`src/rtl/core/sha1_pkg.sv`:
```
// Shared constants and control structs of the SHA-1 hash engine.
package sha1_pkg;

    localparam int WORD_W   = 32;
    localparam int BLOCK_WORDS = 16;
    localparam int ROUNDS   = 80;
    localparam int ROUND_W  = 7;
    localparam int FILL_W   = 6;
    localparam int COUNT_W  = 61;
    localparam int DIGEST_W = 5 * WORD_W;

    localparam logic [WORD_W-1:0] IV0 = 32'h67452301;
    localparam logic [WORD_W-1:0] IV1 = 32'hEFCDAB89;
    localparam logic [WORD_W-1:0] IV2 = 32'h98BADCFE;
    localparam logic [WORD_W-1:0] IV3 = 32'h10325476;
    localparam logic [WORD_W-1:0] IV4 = 32'hC3D2E1F0;

    localparam logic [WORD_W-1:0] K0 = 32'h5A827999;
    localparam logic [WORD_W-1:0] K1 = 32'h6ED9EBA1;
    localparam logic [WORD_W-1:0] K2 = 32'h8F1BBCDC;
    localparam logic [WORD_W-1:0] K3 = 32'hCA62C1D6;

    localparam logic [7:0] PAD_BYTE = 8'h80;

    localparam logic [ROUND_W-1:0] LAST_ROUND = ROUND_W'(ROUNDS - 1);

    // Commands from the sequencer to the compression core
    typedef struct packed {
        logic              load;   // shift one message word into the schedule
        logic [WORD_W-1:0] word;
        logic              start;  // run 80 rounds on the loaded block
        logic              init;   // return chaining value to initial values
    } core_cmd_t;

    // Status from the compression core
    typedef struct packed {
        logic busy;
        logic done;
    } core_stat_t;

endpackage

```
`src/rtl/core/sha1_core.sv`:
```
// Iterative SHA-1 compression: one round per cycle on a shared round unit.
module sha1_core (
    input  logic                         aclk,
    input  logic                         aresetn,
    input  sha1_pkg::core_cmd_t          cmd,
    output sha1_pkg::core_stat_t         stat,
    output logic [sha1_pkg::DIGEST_W-1:0] digest
);

    typedef enum logic [1:0] {
        C_IDLE,
        C_RUN,
        C_ADD
    } core_state_t;

    core_state_t                        state_reg;
    logic [sha1_pkg::ROUND_W-1:0]       round_reg;
    logic [sha1_pkg::WORD_W-1:0]        a_reg, b_reg, c_reg, d_reg, e_reg;
    logic [sha1_pkg::WORD_W-1:0]        h_reg [5];
    logic [sha1_pkg::WORD_W-1:0]        w_reg [sha1_pkg::BLOCK_WORDS];

    logic [sha1_pkg::WORD_W-1:0]        f_val;
    logic [sha1_pkg::WORD_W-1:0]        k_val;
    logic [sha1_pkg::WORD_W-1:0]        w_mix;
    logic [sha1_pkg::WORD_W-1:0]        w_t;
    logic [sha1_pkg::WORD_W-1:0]        temp_next;

    // Round function and constant by round group
    always_comb begin
        if (round_reg < sha1_pkg::ROUND_W'(20)) begin
            f_val = (b_reg & c_reg) | (~b_reg & d_reg);
            k_val = sha1_pkg::K0;
        end else if (round_reg < sha1_pkg::ROUND_W'(40)) begin
            f_val = b_reg ^ c_reg ^ d_reg;
            k_val = sha1_pkg::K1;
        end else if (round_reg < sha1_pkg::ROUND_W'(60)) begin
            f_val = (b_reg & c_reg) | (b_reg & d_reg) | (c_reg & d_reg);
            k_val = sha1_pkg::K2;
        end else begin
            f_val = b_reg ^ c_reg ^ d_reg;
            k_val = sha1_pkg::K3;
        end
    end

    // Message schedule over a 16-word window, oldest word at index 0
    assign w_mix = w_reg[13] ^ w_reg[8] ^ w_reg[2] ^ w_reg[0];
    assign w_t   = (round_reg < sha1_pkg::ROUND_W'(sha1_pkg::BLOCK_WORDS)) ?
                   w_reg[0] : {w_mix[30:0], w_mix[31]};

    assign temp_next = {a_reg[26:0], a_reg[31:27]} + f_val + e_reg + k_val + w_t;

    // Sequence the rounds, shift the schedule, fold into the chaining value
    always_ff @(posedge aclk) begin
        if (!aresetn) begin
            state_reg <= C_IDLE;
            round_reg <= '0;
            h_reg[0]  <= sha1_pkg::IV0;
            h_reg[1]  <= sha1_pkg::IV1;
            h_reg[2]  <= sha1_pkg::IV2;
            h_reg[3]  <= sha1_pkg::IV3;
            h_reg[4]  <= sha1_pkg::IV4;
        end else begin
            case (state_reg)
                C_IDLE: begin
                    if (cmd.init) begin
                        h_reg[0] <= sha1_pkg::IV0;
                        h_reg[1] <= sha1_pkg::IV1;
                        h_reg[2] <= sha1_pkg::IV2;
                        h_reg[3] <= sha1_pkg::IV3;
                        h_reg[4] <= sha1_pkg::IV4;
                    end
                    if (cmd.load) begin
                        for (int i = 0; i < sha1_pkg::BLOCK_WORDS - 1; i++) begin
                            w_reg[i] <= w_reg[i+1];
                        end
                        w_reg[sha1_pkg::BLOCK_WORDS-1] <= cmd.word;
                    end
                    if (cmd.start) begin
                        a_reg     <= h_reg[0];
                        b_reg     <= h_reg[1];
                        c_reg     <= h_reg[2];
                        d_reg     <= h_reg[3];
                        e_reg     <= h_reg[4];
                        round_reg <= '0;
                        state_reg <= C_RUN;
                    end
                end
                C_RUN: begin
                    for (int i = 0; i < sha1_pkg::BLOCK_WORDS - 1; i++) begin
                        w_reg[i] <= w_reg[i+1];
                    end
                    w_reg[sha1_pkg::BLOCK_WORDS-1] <= w_t;
                    a_reg     <= temp_next;
                    b_reg     <= a_reg;
                    c_reg     <= {b_reg[1:0], b_reg[31:2]};
                    d_reg     <= c_reg;
                    e_reg     <= d_reg;
                    round_reg <= round_reg + sha1_pkg::ROUND_W'(1);
                    if (round_reg == sha1_pkg::LAST_ROUND) begin
                        state_reg <= C_ADD;
                    end
                end
                C_ADD: begin
                    h_reg[0]  <= h_reg[0] + a_reg;
                    h_reg[1]  <= h_reg[1] + b_reg;
                    h_reg[2]  <= h_reg[2] + c_reg;
                    h_reg[3]  <= h_reg[3] + d_reg;
                    h_reg[4]  <= h_reg[4] + e_reg;
                    round_reg <= '0;
                    state_reg <= C_IDLE;
                end
                default: begin
                    state_reg <= C_IDLE;
                end
            endcase
        end
    end

    assign stat.busy = (state_reg != C_IDLE);
    assign stat.done = (state_reg == C_ADD);
    assign digest    = {h_reg[4], h_reg[3], h_reg[2], h_reg[1], h_reg[0]};

endmodule

```
`src/rtl/core/sha1_hash_engine.sv`:
```
// Top level of the SHA-1 hash engine: byte packing, padding sequencer, digest output.
//
// Input channel (s_): one message byte per word in s_tdata, s_tuser = 1 when the
// byte belongs to the message, s_tlast = 1 on the final word of a message. A word
// with s_tuser = 0 and s_tlast = 1 ends the message without adding a byte.
// Output channel (m_): one word per message, the 160-bit digest, H0 in the low bits.
//
// Bytes are taken one per cycle while the block is collecting. When the 64th
// byte of a block arrives, s_tready drops while the 80 rounds of the single
// round unit run and their result is folded into the chaining value. On s_tlast
// the sequencer writes the 0x80 byte and zero bytes one per cycle until 56 bytes
// are held, then the two length words, compressing once more if the padding
// spills into a second block. After the final fold the sequencer enters S_OUT and,
// once the output register is free, registers the digest onto m_tdata with
// m_tvalid, and the next message starts from the initial values.
// If the receiver stalls, one digest is held in the output register while bytes
// of the next message are still taken; that message's digest waits until the
// register is free. Reset (aresetn low, synchronous) clears the chaining value,
// counters and m_tvalid.
module sha1_hash_engine (
    input  logic                          aclk,
    input  logic                          aresetn,
    input  logic                          s_tvalid,
    output logic                          s_tready,
    input  logic [7:0]                    s_tdata,   // [7:0] data_byte
    input  logic                          s_tuser,   // [0] byte_valid
    input  logic                          s_tlast,   // last
    output logic                          m_tvalid,
    input  logic                          m_tready,
    output logic [sha1_pkg::DIGEST_W-1:0] m_tdata    // [31:0] digest_word0 .. [159:128] digest_word4
);

    typedef enum logic [2:0] {
        S_IDLE,
        S_COMP,
        S_PAD,
        S_LEN,
        S_OUT
    } seq_state_t;

    seq_state_t                           state_reg;
    logic [sha1_pkg::FILL_W-1:0]          fill_reg;
    logic [sha1_pkg::COUNT_W-1:0]         count_reg;
    logic [23:0]                          word_reg;
    logic                                 pad80_reg;
    logic                                 last_pend_reg;
    logic                                 fin_reg;
    logic                                 len_sel_reg;
    logic                                 m_tvalid_reg;
    logic [sha1_pkg::DIGEST_W-1:0]        m_tdata_reg;

    logic                                 s_accept;
    logic                                 push_byte;
    logic [7:0]                           push_data;
    logic                                 block_full;
    logic                                 out_load;
    logic [63:0]                          bit_len;
    sha1_pkg::core_cmd_t                  core_cmd;
    sha1_pkg::core_stat_t                 core_stat;
    logic [sha1_pkg::DIGEST_W-1:0]        core_digest;

    assign s_tready = (state_reg == S_IDLE);
    assign s_accept = s_tvalid && s_tready;
    assign m_tvalid = m_tvalid_reg;
    assign m_tdata  = m_tdata_reg;

    // Select the byte written this cycle: message byte or padding
    always_comb begin
        push_byte = 1'b0;
        push_data = s_tdata;
        case (state_reg)
            S_IDLE: begin
                push_byte = s_accept && s_tuser;
                push_data = s_tdata;
            end
            S_PAD: begin
                push_byte = 1'b1;
                push_data = pad80_reg ? sha1_pkg::PAD_BYTE : 8'h00;
            end
            default: begin
                push_byte = 1'b0;
                push_data = s_tdata;
            end
        endcase
    end

    assign block_full = push_byte && (fill_reg == sha1_pkg::FILL_W'(63));
    assign out_load   = (state_reg == S_OUT) && (!m_tvalid_reg || m_tready);
    assign bit_len    = {count_reg, 3'b000};

    // Drive the compression core
    always_comb begin
        core_cmd.load  = (push_byte && (fill_reg[1:0] == 2'b11)) || (state_reg == S_LEN);
        core_cmd.word  = {word_reg, push_data};
        if (state_reg == S_LEN) begin
            core_cmd.word = len_sel_reg ? bit_len[31:0] : bit_len[63:32];
        end
        core_cmd.start = block_full || ((state_reg == S_LEN) && len_sel_reg);
        core_cmd.init  = out_load;
    end

    sha1_core u_core (
        .aclk    (aclk),
        .aresetn (aresetn),
        .cmd     (core_cmd),
        .stat    (core_stat),
        .digest  (core_digest)
    );

    // Sequencer: collect bytes, pad, append length, emit digest
    always_ff @(posedge aclk) begin
        if (!aresetn) begin
            state_reg     <= S_IDLE;
            fill_reg      <= '0;
            count_reg     <= '0;
            pad80_reg     <= 1'b0;
            last_pend_reg <= 1'b0;
            fin_reg       <= 1'b0;
            len_sel_reg   <= 1'b0;
            m_tvalid_reg  <= 1'b0;
        end else begin
            if (m_tvalid_reg && m_tready && !out_load) begin
                m_tvalid_reg <= 1'b0;
            end
            if (push_byte) begin
                word_reg <= {word_reg[15:0], push_data};
                fill_reg <= fill_reg + sha1_pkg::FILL_W'(1);
            end
            case (state_reg)
                S_IDLE: begin
                    if (s_accept) begin
                        if (s_tuser) begin
                            count_reg <= count_reg + sha1_pkg::COUNT_W'(1);
                        end
                        if (block_full) begin
                            last_pend_reg <= s_tlast;
                            pad80_reg     <= 1'b1;
                            fin_reg       <= 1'b0;
                            state_reg     <= S_COMP;
                        end else if (s_tlast) begin
                            pad80_reg <= 1'b1;
                            state_reg <= S_PAD;
                        end
                    end
                end
                S_COMP: begin
                    if (core_stat.done) begin
                        if (fin_reg) begin
                            state_reg <= S_OUT;
                        end else if (last_pend_reg) begin
                            state_reg <= S_PAD;
                        end else begin
                            state_reg <= S_IDLE;
                        end
                    end
                end
                S_PAD: begin
                    pad80_reg <= 1'b0;
                    if (fill_reg == sha1_pkg::FILL_W'(63)) begin
                        last_pend_reg <= 1'b1;
                        fin_reg       <= 1'b0;
                        state_reg     <= S_COMP;
                    end else if (fill_reg == sha1_pkg::FILL_W'(55)) begin
                        len_sel_reg <= 1'b0;
                        state_reg   <= S_LEN;
                    end
                end
                S_LEN: begin
                    len_sel_reg <= 1'b1;
                    if (len_sel_reg) begin
                        fin_reg   <= 1'b1;
                        fill_reg  <= '0;
                        state_reg <= S_COMP;
                    end
                end
                S_OUT: begin
                    if (out_load) begin
                        m_tdata_reg   <= core_digest;
                        m_tvalid_reg  <= 1'b1;
                        fill_reg      <= '0;
                        count_reg     <= '0;
                        last_pend_reg <= 1'b0;
                        fin_reg       <= 1'b0;
                        state_reg     <= S_IDLE;
                    end
                end
                default: begin
                    state_reg <= S_IDLE;
                end
            endcase
        end
    end

endmodule

```
`config.mk`:
```
export PLATFORM = sky130hd
export DESIGN_NAME = sha1_hash_engine
export DESIGN_NICKNAME = d
export VERILOG_FILES = /design/src/rtl/core/sha1_pkg.sv /design/src/rtl/core/sha1_core.sv /design/src/rtl/core/sha1_hash_engine.sv
export SDC_FILE = /design/constraint.sdc
export NUM_CORES = 2
export LEC_CHECK = 0
export ABC_AREA = 1
export BUFFER_PORTS_ARGS = -buffer_cell sky130_fd_sc_hd__buf_2
export CORE_MARGIN = 2
export CORE_UTILIZATION = 45
export CTS_CLUSTER_DIAMETER = 30
export DETAILED_ROUTE_END_ITERATION = 8
export GPL_ROUTABILITY_DRIVEN = 0
export PLACE_DENSITY = 0.66
export SETUP_SLACK_MARGIN = 0.1
export SLEW_MARGIN = 10
export SYNTH_ARGS = -nofsm -noshare
export SYNTH_HDL_FRONTEND = slang
export SYNTH_SLANG_ARGS = --single-unit
```
`constraint.sdc`:
```
create_clock -name aclk -period 19 [get_ports aclk]
set_clock_uncertainty 0.15 [all_clocks]
set_input_delay 3.8 -clock aclk [delete_from_list [all_inputs] [get_ports aclk]]
set_output_delay 3.8 -clock aclk [all_outputs]
set_load 0.02 [all_outputs]
```
==> flow_summary_export.csv <==
group,metric,value,unit
power,combPwrFrac,4.2,%
sta,tns,0,ps
final_layout,layout_commonest_cell,"nand2_1",
power,p_sw,1.63,mW
global_route,first_global_vias,39600,
global_route,grt_usage,25.1,%
clock_tree,cts_sinks,1100,
synth,synth_area_leaders,"edfxtp_1 55%, nand2_1 7.9%, ha_1 4.7%",
final_layout,final_area,0.0662,mm²
synth,ys.warnings.count,0,
sta,max_slew_margin,13.4,%
clock_tree,clk_latency,840,ps
setup_path,critPathKind,"in -> reg",
clock_tree,cts_tree,"done",
final_layout,nets,6096,
power,p_int,5.36,mW
sta,slew_violations,0,
setup_path,worstSetupStartpointType,"input pin",
sta,min_period,7010,ps
synth,syn_avg_cell_area,10.2,µm²
clock_tree,cts_root_buffer,"clkbuf_16",
setup_path,path_cells,"buf_2 > inv_1 > o21ai_4 > nand2_2 > nand2_2 > nand2_4 > nand2_4 > buf_4 > buf_4",
synth,yosysTopAreaCell,"edfxtp_1",
global_route,antenna_found_initial,3,
setup_path,endpoint_kind,"flip-flop",
global_route,overflow,0,
global_route,grt_pass1_wl,239000,µm
sta,fin_crit_sh,36.9,%
route,routed_wl,160000,µm
route,drtIter0Drc,5294,
power,clkPwrFrac,56.7,%
worst_hold_path,min_path_type,"reg -> reg",
power,power_frac_seq,39.0,%
synth,synth-edff-count,1016,
synth,synthCells,5443,
sta,fmax,143,MHz
final_layout,final_cell_mix,"1168 x nand2_1, 1016 x edfxtp_1, 668 x inv_1",
final_layout,syn_to_final_growth,19.0,%
placed_design,hpwl,117000,µm
setup_path,cp.arrival,7320,ps
final_layout,largest_register_ffs,512,
synth,synth_top_cell_area_share,54.9,%
route,routedWlPerCell,21.2,µm
power,cellPowerDensity,106,mW/mm²
synth,syn_nets,5779,
setup_path,worstPathMaxFanout,92,
synth,ys_ff_latch,1100,
clock_tree,htree_levels,4,
route,ant_nets,0,
final_layout,num_antenna_cells,0,
die,die_width,356,µm
placed_design,io_buffers,175,
route,drt-vias-per-instance,5.58,
clock_tree,cts_buffers,210,
synth,ys_types,54,
route,vias,42200,
sta,tightest_slew,1290,ps
clock_tree,clockBufferDepth,3,
synth,synthArstFlopShare,0,%
die,io_pins,176,
synth,synth_area,0.0556,mm²
die,fp.dieH,356,µm
power,p_leak,25.6,nW
die,core,0.122,mm²
sta,setup_viol,0,
clock_tree,path_clk_slew,50,ps
outcome,status,"finished clean",
synth,synthFlopType,"edfxtp_1",
clock_tree,postCtsSetupBuffers,0,
route,drc,0,
die,start_util,45.5,%
sta,hold_viol,0,
clock_tree,cts_resized,0,
final_layout,layout-drive-gt1-share,11.0,%
die,core.rowCount,128,
global_route,grt_max_degree,161,
placed_design,dpl-instance-area,0.0584,mm²
flow_run,maxCapViolations,0,
setup_path,crit_required,19310,ps
power,total_power,7.00,mW
clock_tree,cts_hold_buf,0,
setup_path,max_stage_delay,1000,ps
route,drt_first_pass_iters,6,
die,dieArea,0.126,mm²
power,switching_share,23.4,%
power,ir_drop,0.0896,mV
synth,yosysSeqAreaShare,57.9,%
sta,rsz0062_at_grt,"no",
setup_path,cp_slowest_cell,"buf_4",
[power groups by stage]
stage | registers (mW) | logic [mW] | clock network (mW)
floorplan | 2.79 | 0.209 | 0
global placement | 2.77 | 0.285 | 0
detailed placement | 2.78 | 0.289 | 0
CTS | 2.73 | 0.292 | 4.02
global route | 2.73 | 0.329 | 4.14
finish | 2.73 | 0.297 | 3.97
[synth_stat cells, types with 7 or more instances]
cell type  instances
nor3_1            73
nand2_2            7
buf_2             15
nor4_1            11
xnor2_1          111
nand4_1           86
o21a_1            33
edfxtp_1        1016
a21oi_1          409
o211ai_1          16
o221ai_1          32
o21bai_1          34
inv_1            670
ha_1             207
buf_1              7
a31oi_1           22
a21o_1            35
inv_2              7
dfxtp_1           84
nand3b_1          12
o21ai_0          369
nand2_1         1171
a21boi_0          15
nor2_1           455
clkbuf_1          72
nand3_1          244
nor2_2             7
xor2_1            21
or2_2             32
fa_1             115
[logic make-up (layout without fill, tap and decap cells)]
logic type	Yosys count	in the layout	synth area share [%]
AOI/OAI and AO/OA	994	994	9.95
xor gates and xnor gates	132	132	2.08
adders and majority gates	322	322	8.80
buffers and inverters	777	1282	5.35
DFF	1100	1100	57.9
and+or+nand+nor	2118	2118	15.9
[path summary, 6_finish.rpt]
kind                   startpoint                   end  slack [ps]  cells past startpoint
max reg2reg   u_core.round_reg[5]      u_core.a_reg[27]       12430                     22
max                       s_tuser   u_core.w_reg[0][36]       11990                      9
min          u_core.w_reg[0][399]  u_core.w_reg[0][367]         220                      0
min reg2reg  u_core.w_reg[0][399]  u_core.w_reg[0][367]         220                      0
[routing by layer]
layer,routed length [µm],vias up,GRT usage (%),share of wire (%)
li1,-,19400,-,-
met1,68700,20100,36.5,43
met2,66200,2329,35.2,41
met3,17700,400,6.06,11
met4,7760,0,11.5,4.8
met5,0,-,0,0
[worst max-delay path, delay by kind of cell]
kind / cells / cell delay (ps)
buffers and inverters: 4 / 2110
and+or+nand+nor: 4 / 990
AOI/OAI and AO/OA: 1 / 270
[metrics by stage]
stage / hold WS [ps] / utilization, % / setup slack [ps] / std cells
3_3_place_gp: 250 / 47.8 / 11230 / 7173
5_1_grt: 219 / 54.1 / 11680 / 7573
6_report: 224 / 54.1 / 11990 / 7573
3_5_place_dp: 255 / 47.8 / 11130 / 7173
2_1_floorplan: 250 / - / 2630 / 5443
4_1_cts: 209 / 54.1 / 12040 / 7573
[layout make-up]
| class | instances | area (µm²) |
|---|---|---|
| flip-flops and latches | 1100 | 32200 |
| inverters | 677 | 2550 |
| repair buffers | 205 | 1110 |
| well taps | 1625 | 2030 |
| fillers | 10400 | 56000 |
| multi-input cells | 3566 | 20500 |
| clock buffers | 222 | 5300 |
| clock inverters | 178 | 2470 |
(Power assumes the default switching activity.)
